==> src/rtl/core/uvg_pkg.sv <==
`default_nettype none
package uvg_pkg;

    localparam int GRID_SIDE_DEF = 256;

    localparam int VIS_W   = 32;
    localparam int POS_W   = 24;
    localparam int SCALE_W = 24;
    localparam int LEN_W   = 49;
    localparam int CELL_W  = 8;
    localparam int SUM_W   = 48;
    localparam int HIT_W   = 16;
    localparam int COORD_W = 27;
    localparam int IN_W    = 128;
    localparam int OUT_W   = 112;
    localparam int ENTRY_W = 2 * SUM_W + HIT_W;
    localparam int DIV_STEPS = SUM_W;
    localparam int STEP_W  = $clog2(DIV_STEPS);

    localparam logic [1:0] MODE_ACC   = 2'd0;
    localparam logic [1:0] MODE_READ  = 2'd1;
    localparam logic [1:0] MODE_CLEAR = 2'd2;

    localparam logic [2:0] ST_ADDED   = 3'd0;
    localparam logic [2:0] ST_FLAGGED = 3'd1;
    localparam logic [2:0] ST_LARGE   = 3'd2;
    localparam logic [2:0] ST_SHORT   = 3'd3;
    localparam logic [2:0] ST_OFF     = 3'd4;
    localparam logic [2:0] ST_READ    = 3'd5;
    localparam logic [2:0] ST_CLEARED = 3'd6;

    localparam logic [2:0] CFG_U_SCALE = 3'd0;
    localparam logic [2:0] CFG_V_SCALE = 3'd1;
    localparam logic [2:0] CFG_MIN_LEN = 3'd2;
    localparam logic [2:0] CFG_MAX_VIS = 3'd3;
    localparam logic [2:0] CFG_UNIFORM = 3'd4;

    localparam logic [SUM_W-1:0] SUM_MAX = {1'b0, {(SUM_W-1){1'b1}}};
    localparam logic [SUM_W-1:0] SUM_MIN = {1'b1, {(SUM_W-1){1'b0}}};

    typedef struct packed {
        logic load_in;
        logic mul;
        logic check;
        logic mem_rd;
        logic sel2;
        logic wr_acc;
        logic wr_zero;
        logic clr_step;
        logic div_start;
        logic load_out;
    } ctl_t;

    typedef struct packed {
        logic drop;
        logic is_acc;
        logic is_clr;
        logic need_div;
        logic div_done;
        logic clr_last;
    } sts_t;

endpackage
`default_nettype wire

==> src/rtl/core/uvg_ctrl.sv <==
`default_nettype none
module uvg_ctrl (
    input  wire logic           clk,
    input  wire logic           rst_n,
    input  wire logic           in_valid,
    output logic                in_ready,
    output logic                out_valid,
    input  wire logic           out_ready,
    input  wire uvg_pkg::sts_t  sts,
    output uvg_pkg::ctl_t       ctl
);

    localparam logic [3:0] S_CLR  = 4'd0;
    localparam logic [3:0] S_IDLE = 4'd1;
    localparam logic [3:0] S_MUL  = 4'd2;
    localparam logic [3:0] S_CHK  = 4'd3;
    localparam logic [3:0] S_DEC  = 4'd4;
    localparam logic [3:0] S_RD1  = 4'd5;
    localparam logic [3:0] S_WR1  = 4'd6;
    localparam logic [3:0] S_RD2  = 4'd7;
    localparam logic [3:0] S_WR2  = 4'd8;
    localparam logic [3:0] S_WZ   = 4'd9;
    localparam logic [3:0] S_RDC  = 4'd10;
    localparam logic [3:0] S_RDW  = 4'd11;
    localparam logic [3:0] S_DIV  = 4'd12;
    localparam logic [3:0] S_OUT  = 4'd13;

    logic [3:0] state_reg, state_next;
    logic       ovalid_reg, ovalid_next;
    logic       slot_free;

    assign in_ready  = state_reg == S_IDLE;
    assign out_valid = ovalid_reg;
    assign slot_free = !ovalid_reg || out_ready;

    always_comb
    begin
        state_next  = state_reg;
        ovalid_next = ovalid_reg && !out_ready;
        ctl         = '0;
        case (state_reg)
            S_CLR:
            begin
                ctl.clr_step = 1'b1;
                if (sts.clr_last)
                    state_next = S_IDLE;
            end
            S_IDLE:
            begin
                if (in_valid)
                begin
                    ctl.load_in = 1'b1;
                    state_next  = S_MUL;
                end
            end
            S_MUL:
            begin
                ctl.mul    = 1'b1;
                state_next = S_CHK;
            end
            S_CHK:
            begin
                ctl.check  = 1'b1;
                state_next = S_DEC;
            end
            S_DEC:
            begin
                if (sts.drop)
                    state_next = S_OUT;
                else if (sts.is_acc)
                    state_next = S_RD1;
                else if (sts.is_clr)
                    state_next = S_WZ;
                else
                    state_next = S_RDC;
            end
            S_RD1:
            begin
                ctl.mem_rd = 1'b1;
                state_next = S_WR1;
            end
            S_WR1:
            begin
                ctl.wr_acc = 1'b1;
                state_next = S_RD2;
            end
            S_RD2:
            begin
                ctl.mem_rd = 1'b1;
                ctl.sel2   = 1'b1;
                state_next = S_WR2;
            end
            S_WR2:
            begin
                ctl.wr_acc = 1'b1;
                ctl.sel2   = 1'b1;
                state_next = S_OUT;
            end
            S_WZ:
            begin
                ctl.wr_zero = 1'b1;
                state_next  = S_OUT;
            end
            S_RDC:
            begin
                ctl.mem_rd = 1'b1;
                state_next = S_RDW;
            end
            S_RDW:
            begin
                if (sts.need_div)
                begin
                    ctl.div_start = 1'b1;
                    state_next    = S_DIV;
                end
                else
                    state_next = S_OUT;
            end
            S_DIV:
            begin
                if (sts.div_done)
                    state_next = S_OUT;
            end
            S_OUT:
            begin
                // hold until the result register is free
                if (slot_free)
                begin
                    ctl.load_out = 1'b1;
                    ovalid_next  = 1'b1;
                    state_next   = S_IDLE;
                end
            end
            default: state_next = S_IDLE;
        endcase
    end

    always_ff @(posedge clk or negedge rst_n)
    begin
        if (!rst_n)
        begin
            state_reg  <= S_CLR;
            ovalid_reg <= 1'b0;
        end
        else
        begin
            state_reg  <= state_next;
            ovalid_reg <= ovalid_next;
        end
    end

    a_accept_starts: assert property (@(posedge clk) disable iff (!rst_n)
        in_valid && in_ready |=> state_reg == S_MUL)
        else $error("accepted transaction did not start");

    a_div_finishes: assert property (@(posedge clk) disable iff (!rst_n)
        state_reg == S_DIV && sts.div_done |=> state_reg == S_OUT)
        else $error("divide result not forwarded");

    a_write_states: assert property (@(posedge clk) disable iff (!rst_n)
        ctl.wr_acc |-> state_reg == S_WR1 || state_reg == S_WR2)
        else $error("grid update outside write step");

    a_load_free: assert property (@(posedge clk) disable iff (!rst_n)
        ctl.load_out |-> !ovalid_reg || out_ready)
        else $error("result overwritten before taken");

endmodule
`default_nettype wire

==> config.mk <==
export PLATFORM = sky130hd
export DESIGN_NAME = uvg_ctrl
export DESIGN_NICKNAME = d
export VERILOG_FILES = /design/src/rtl/core/uvg_pkg.sv /design/src/rtl/core/uvg_ctrl.sv
export SDC_FILE = /design/constraint.sdc
export NUM_CORES = 1
export LEC_CHECK = 0
export BUFFER_PORTS_ARGS = -buffer_cell sky130_fd_sc_hd__buf_4
export CORE_AREA = 2 2 39 41
export CTS_CLUSTER_DIAMETER = 150
export DETAILED_ROUTE_END_ITERATION = 12
export DIE_AREA = 0 0 41 43
export GPL_TIMING_DRIVEN = 0
export MAX_ROUTING_LAYER = met4
export PLACE_DENSITY = 0.7
export REMOVE_ABC_BUFFERS = 1
export SYNTH_ARGS = -nofsm -noshare
export SYNTH_HDL_FRONTEND = slang
export SYNTH_SLANG_ARGS = --single-unit
==> constraint.sdc <==
create_clock -name clk -period 1.6 [get_ports clk]
set_clock_uncertainty 0.1 [all_clocks]
set_input_delay 0.08 -clock clk [delete_from_list [all_inputs] [get_ports clk]]
set_output_delay 0.08 -clock clk [all_outputs]
set_load 0.01 [all_outputs]
## After elaboration in Yosys (flattened, before gate mapping)

Cells that the tools add are included.

| word-level totals | value |
|---|---|
| register bits after elaboration | 5 |
| output and inout bits | 12 |
| logic and storage cells | 53 |

| cells by class | value |
|---|---|
| equal/unequal tests | 17 |
| multiplexer cells | 24 |
| reduce and logical (&&, ||, !) cells | 10 |

Operators with widths:

| operator | count |
|---|---|
| case mux 4 bit (13 select lines) | 1 |
| == test 4 bit (second input constant) | 6 |
| 2-to-1 mux 4 bit | 6 |
| == test 4 x 3 -> 1 bit (second input constant) | 4 |
| 2-to-1 mux 1 bit | 16 |
| == test 4 x 2 -> 1 bit (second input constant) | 2 |
| inequality test 2 bit (second input constant) | 4 |
| OR reduction 2 bit | 3 |
| == test 4 x 1 -> 1 bit (second input constant) | 1 |
| logical NOT 4 bit | 1 |
| AND reduction 4 bit | 1 |
| OR reduction 3 bit | 1 |
| logical NOT 1 bit | 2 |
| 2-to-1 mux 2 bit | 1 |
| logical AND 1 bit | 1 |
| logical OR 1 bit | 1 |

## Depth between registers and ports, before layout

| logic depth | value |
|---|---|
| depth in word-level cells | 4 |
| mapped depth | 6 |
| mapped depth without buffers | 4 |

## Least setup slack after synthesis

OpenSTA, ideal clock, no wires.

| timing | value |
|---|---|
| kind | register to register |
| start point | reg state_reg[0] |
| end point | reg state_reg[0] |
| setup time | 121 ps |
| arrival | 1472 ps |
| required time | 1379 ps |
| path slack | -93 ps |
| cell stages (with the launch flop) | 7 |
| buffers on the path | 2 |
| clock period less this slack | 1693 ps |
| cell sequence | dfrtp_1 -> buf_4 -> or2_1 -> buf_4 -> nor3_2 -> or4_4 -> o22a_1 |

| on the way | value |
|---|---|
| longest elaborated chain between the ends | 3 |
| elaborated cells between the ends (all ways) | 21 |
| classes of those cells | eq/ne: 17; mux: 1; reduce/logical: 3 |

Ends and longest elaborated chain:

| element | line | text |
|---|---|---|
| start, declared | uvg_ctrl.sv:28 | `logic [3:0] state_reg, state_next;` |
| start signal, assigned | uvg_ctrl.sv:147 | `state_reg <= state_next;` |
| == test 4 bit (tied with other cells) | uvg_ctrl.sv:41 | `case (state_reg)` |
| OR reduction 2 bit (no source line) / inequality test 2 bit (equally long branches) | - |  |
| case mux 4 bit (13 select lines) / AND reduction 4 bit (equally long branches) | - |  |

Several ways; a longest one is shown, not always the timed one.
A chain may end at the register's enable or synchronous reset.

## Worst setup path after layout

| timing | value |
|---|---|
| start point | reg state_reg[1] |
| end point | reg state_reg[0] |

Same word-level chain as after synthesis.

==> impl_results.html <==
<table>
<tr><th>Metric</th><th>Value</th></tr>
<tr><th colspan="2">Run status</th></tr>
<tr><td>Outcome</td><td>complete, but fails checks</td></tr>
<tr><td>Failing checks</td><td>negative setup slack</td></tr>
<tr><th colspan="2">Place</th></tr>
<tr><td>I/O Buffers</td><td>21</td></tr>
<tr><td>Weighted congestion at the end of routability-driven global placement</td><td>0.796</td></tr>
<tr><td>Dpl cells</td><td>100</td></tr>
<tr><td>Final HPWL from detailed placement</td><td>887 um</td></tr>
<tr><th colspan="2">STA</th></tr>
<tr><td>Final Setup Violations</td><td>2</td></tr>
<tr><td>Final Hold Vio Count</td><td>0</td></tr>
<tr><td>Fraction of the cycle the final worst path needs</td><td>1.06</td></tr>
<tr><td>Tightest Pin Transition</td><td>0.383 ns</td></tr>
<tr><td>Final period demand of the worst path</td><td>1.69 ns</td></tr>
<tr><td>Worst path setup slack after routing</td><td>-0.0891 ns</td></tr>
<tr><td>Maximum clock rate</td><td>0.592 GHz</td></tr>
<tr><td>Setup repair after global routing missed its margin</td><td>yes</td></tr>
<tr><td>Number of max-slew violations in the final report</td><td>0</td></tr>
<tr><td>Final-layout worst hold slack</td><td>0.0499 ns</td></tr>
<tr><td>Worst rel slew slack</td><td>0.741</td></tr>
<tr><th colspan="2">CTS</th></tr>
<tr><td>Clock insertion delay at the later pin of the skew report</td><td>0.25 ns</td></tr>
<tr><td>Buffer depth of the longest clock path</td><td>2</td></tr>
<tr><td>TritonCTS Buffers</td><td>3</td></tr>
<tr><td>Clock-pin slew on the worst setup and hold paths</td><td>0.04 ns</td></tr>
<tr><td>Clock tree from TritonCTS</td><td>built</td></tr>
<tr><td>Clk Tree Root Cell</td><td>sky130_fd_sc_hd__clkbuf_4</td></tr>
<tr><td>Deepest level of the CTS H-tree</td><td>1</td></tr>
<tr><td>Number of sinks handled by clock tree synthesis</td><td>5</td></tr>
<tr><th colspan="2">Drt</th></tr>
<tr><td>Met2 WL</td><td>869 um</td></tr>
<tr><td>Wire length the detailed router placed on met1</td><td>705 um</td></tr>
<tr><td>Total Wirelength</td><td>1670 um</td></tr>
<tr><td>Number of detailed-route iterations in the first pass</td><td>4</td></tr>
<tr><td>Vias after detailed routing</td><td>676</td></tr>
<tr><td>Via count normalized by instance count</td><td>5.50</td></tr>
<tr><td>Antenna Nets Post-Route</td><td>0</td></tr>
<tr><td>Total length of routed met3 wires</td><td>57 um</td></tr>
<tr><td>DRC</td><td>0</td></tr>
<tr><td>Wire per inst</td><td>13.6 um</td></tr>
<tr><td>Uppermost routed layer</td><td>met4</td></tr>
<tr><td>Starting DRT DRC Count</td><td>8</td></tr>
<tr><th colspan="2">Floorplanning</th></tr>
<tr><td>Overall die height</td><td>43 um</td></tr>
<tr><td>Cell Rows</td><td>14</td></tr>
<tr><td>Effective utilization at floorplan</td><td>0.363</td></tr>
<tr><td>Area enclosed by the die boundary</td><td>1760 um^2</td></tr>
<tr><td>Area of the core region</td><td>1380 um^2</td></tr>
<tr><td>Boundary Pins</td><td>22</td></tr>
<tr><td>Width of the chip</td><td>41 um</td></tr>
<tr><th colspan="2">Worst setup path</th></tr>
<tr><td>Slowest library cell on the worst path</td><td>sky130_fd_sc_hd__or4_4</td></tr>
<tr><td>Required time worst endpoint</td><td>1.62 ns</td></tr>
<tr><td>Reg2reg setup slack</td><td>-0.09 ns</td></tr>
<tr><td>Largest incremental delay on the critical path</td><td>0.51 ns</td></tr>
<tr><td>Path depth of the worst reg2reg path</td><td>5</td></tr>
<tr><td>Cell chain of the critical path</td><td>buf_6 &gt; nor2_2 &gt; a21oi_1 &gt; or4_4 &gt; o22a_1</td></tr>
<tr><td>Setup Crit Path Kind</td><td>flip-flop to flip-flop</td></tr>
<tr><td>Worst setup EP type</td><td>flip-flop</td></tr>
<tr><td>Crit path depth</td><td>5</td></tr>
<tr><td>Crit path buffers/inverters</td><td>1</td></tr>
<tr><td>CP delay by family, top</td><td>simple AND/OR/NAND/NOR gates</td></tr>
<tr><td>Max Fanout on Critical Path</td><td>5</td></tr>
<tr><td>Arrival time reported for the critical path endpoint</td><td>1.71 ns</td></tr>
<tr><td>Startpoint type of the worst setup path</td><td>flip-flop</td></tr>
<tr><th colspan="2">Worst hold path</th></tr>
<tr><td>Hold Path Class</td><td>input pin to flip-flop</td></tr>
<tr><td>Worst hold path depth</td><td>3</td></tr>
<tr><th colspan="2">Cells and area</th></tr>
<tr><td>Number of flip-flops under the largest register name</td><td>4</td></tr>
<tr><td>Final Non-Filler Cells</td><td>123</td></tr>
<tr><td>Area added between synthesis and finish</td><td>77.8%</td></tr>
<tr><td>Net count, final</td><td>118</td></tr>
<tr><td>Diodes inserted</td><td>0</td></tr>
<tr><td>Count of fill cells added during filler insertion</td><td>123</td></tr>
<tr><td>Commonest cells after routing, fill and taps aside</td><td>sky130_fd_sc_hd__buf_4, sky130_fd_sc_hd__nor2_1, sky130_fd_sc_hd__nand2_1, sky130_fd_sc_hd__nor3_1, sky130_fd_sc_hd__dfrtp_2</td></tr>
<tr><td>Most common library cell in the layout ignoring fill and taps</td><td>sky130_fd_sc_hd__buf_4</td></tr>
<tr><td>Share of cells above drive strength 1</td><td>0.570</td></tr>
<tr><th colspan="2">Logic synthesis</th></tr>
<tr><td>Post-synth cell types</td><td>30</td></tr>
<tr><td>Yosys warnings</td><td>0</td></tr>
<tr><td>Register area share after synthesis</td><td>0.249</td></tr>
<tr><td>Seq cells post-synth</td><td>5</td></tr>
<tr><td>Post-synthesis cell area</td><td>502 um^2</td></tr>
<tr><td>Synthesized area per cell</td><td>7.17 um^2</td></tr>
<tr><td>Biggest area contributors in the synthesized netlist</td><td>sky130_fd_sc_hd__dfrtp_1, sky130_fd_sc_hd__nor3_1, sky130_fd_sc_hd__nor2_1</td></tr>
<tr><td>Fraction of synthesized cell area taken by the top area cell type</td><td>0.249</td></tr>
<tr><td>Syn Inst Count</td><td>70</td></tr>
<tr><td>Cell type with the highest aggregate area in the netlist</td><td>sky130_fd_sc_hd__dfrtp_1</td></tr>
<tr><th colspan="2">Power and ir drop</th></tr>
<tr><td>Leak</td><td>0.000427 uW</td></tr>
<tr><td>Sum of internal, switching and leakage power</td><td>1450 uW</td></tr>
<tr><td>VDD IR-drop max</td><td>0.770 mV</td></tr>
<tr><td>Power density over the cells</td><td>1630 nW/um^2</td></tr>
<tr><th colspan="2">Global routing</th></tr>
<tr><td>Wire length of the first global-routing pass</td><td>2810 um</td></tr>
<tr><td>Overall global routing resource usage</td><td>0.240</td></tr>
<tr><td>Vias in the first global route</td><td>656</td></tr>
<tr><td>Maximum number of pins on one net before global-route repair</td><td>9</td></tr>
<tr><td>Antenna violations before repair</td><td>0</td></tr>
<tr><td>Overall overflow remaining after global route</td><td>0</td></tr>
<tr><th colspan="2">Job</th></tr>
<tr><td>Max-cap violations</td><td>0</td></tr>
</table>
worst reg2reg max path: cells and delay by family (launching register included):
kind	cells	cell delay (ns)
simple gates	2	0.61
buf+inv	1	0.14
compound gates	2	0.29
flops	1	0.43
logic make-up (layout without fill, tap and decap cells):
family / Yosys count / after routing / synth area share
muxes: 1 / 1 / 0.0224
and+or+nand+nor: 42 / 42 / 0.449
buffers and inverters: 7 / 44 / 0.0673
AOI/OAI and AO/OA: 15 / 15 / 0.212
DFF: 5 / 5 / 0.249
Yosys cell counts, drive strengths merged:
| cell type | n |
|---|---|
| o22a | 1 |
| mux2 | 1 |
| nor2b | 4 |
| nor2 | 9 |
| or2 | 1 |
| a21o | 2 |
| nand4b | 1 |
| or4 | 1 |
| a21oi | 3 |
| o22ai | 1 |
| a21boi | 1 |
| a22oi | 1 |
| o31ai | 1 |
| o31a | 1 |
| nor4b | 1 |
| nor3 | 8 |
| a31oi | 1 |
| nand3 | 1 |
| nand2 | 8 |
| clkbuf | 5 |
| dfrtp | 5 |
| nor3b | 1 |
| nand2b | 4 |
| and2 | 1 |
| buf | 2 |
| nor4 | 2 |
| o21ai | 2 |
| a31o | 1 |
worst paths after layout:
path / endpoint / from
min reg2reg: out_valid / out_valid
min: out_valid / out_ready
max reg2reg: state_reg[0] / state_reg[1]
max in group asynchronous: state_reg[2] / rst_n
max: state_reg[0] / state_reg[1]
min in group asynchronous: state_reg[1] / rst_n
area by class of cell:
type,instances,area [um^2],area share
clock buffers,4,26.3,0.0295
multi-input cells,58,389,0.436
well taps,16,20.0,0.0224
repair buffers,40,327,0.366
flip-flops and latches,5,130,0.146
power breakdown:
group | switching (uW) | internal, uW | leakage, uW
Sequential | 59.7 | 172 | 0.0000605
Combinational | 496 | 576 | 0.000352
Clock | 53.1 | 94.3 | 0.0000150
per-layer routing:
layer  global-route usage  vias to the layer above
li1                     -                      324
met1                0.293                      330
met2                0.372                       18
met3               0.0314                        4
met4                0.113                        0
met5                    -                        -
per-stage QoR:
stage / area (um^2) / setup slack [ns] / TNS (ns) / utilization
6_report: 892 / -0.0891 / -0.177 / 0.645
5_1_grt: 892 / -0.127 / -0.364 / 0.645
4_1_cts: 847 / -0.0660 / -0.0777 / 0.612
3_5_place_dp: 646 / -0.469 / -1.58 / 0.467
3_3_place_gp: 646 / -0.428 / -1.44 / 0.467
2_1_floorplan: 468 / -0.269 / -0.789 / -
timing repair:
action / CTS / global route
hold buffers: 1 / 0
setup buffers: 17 / 1
endpoints found under the hold margin: 5 / 0
pin swaps: 4 / 4
setup endpoints to repair: 12 / 9
resized for setup: 10 / 10
Power figures use the tool's default switching activity.
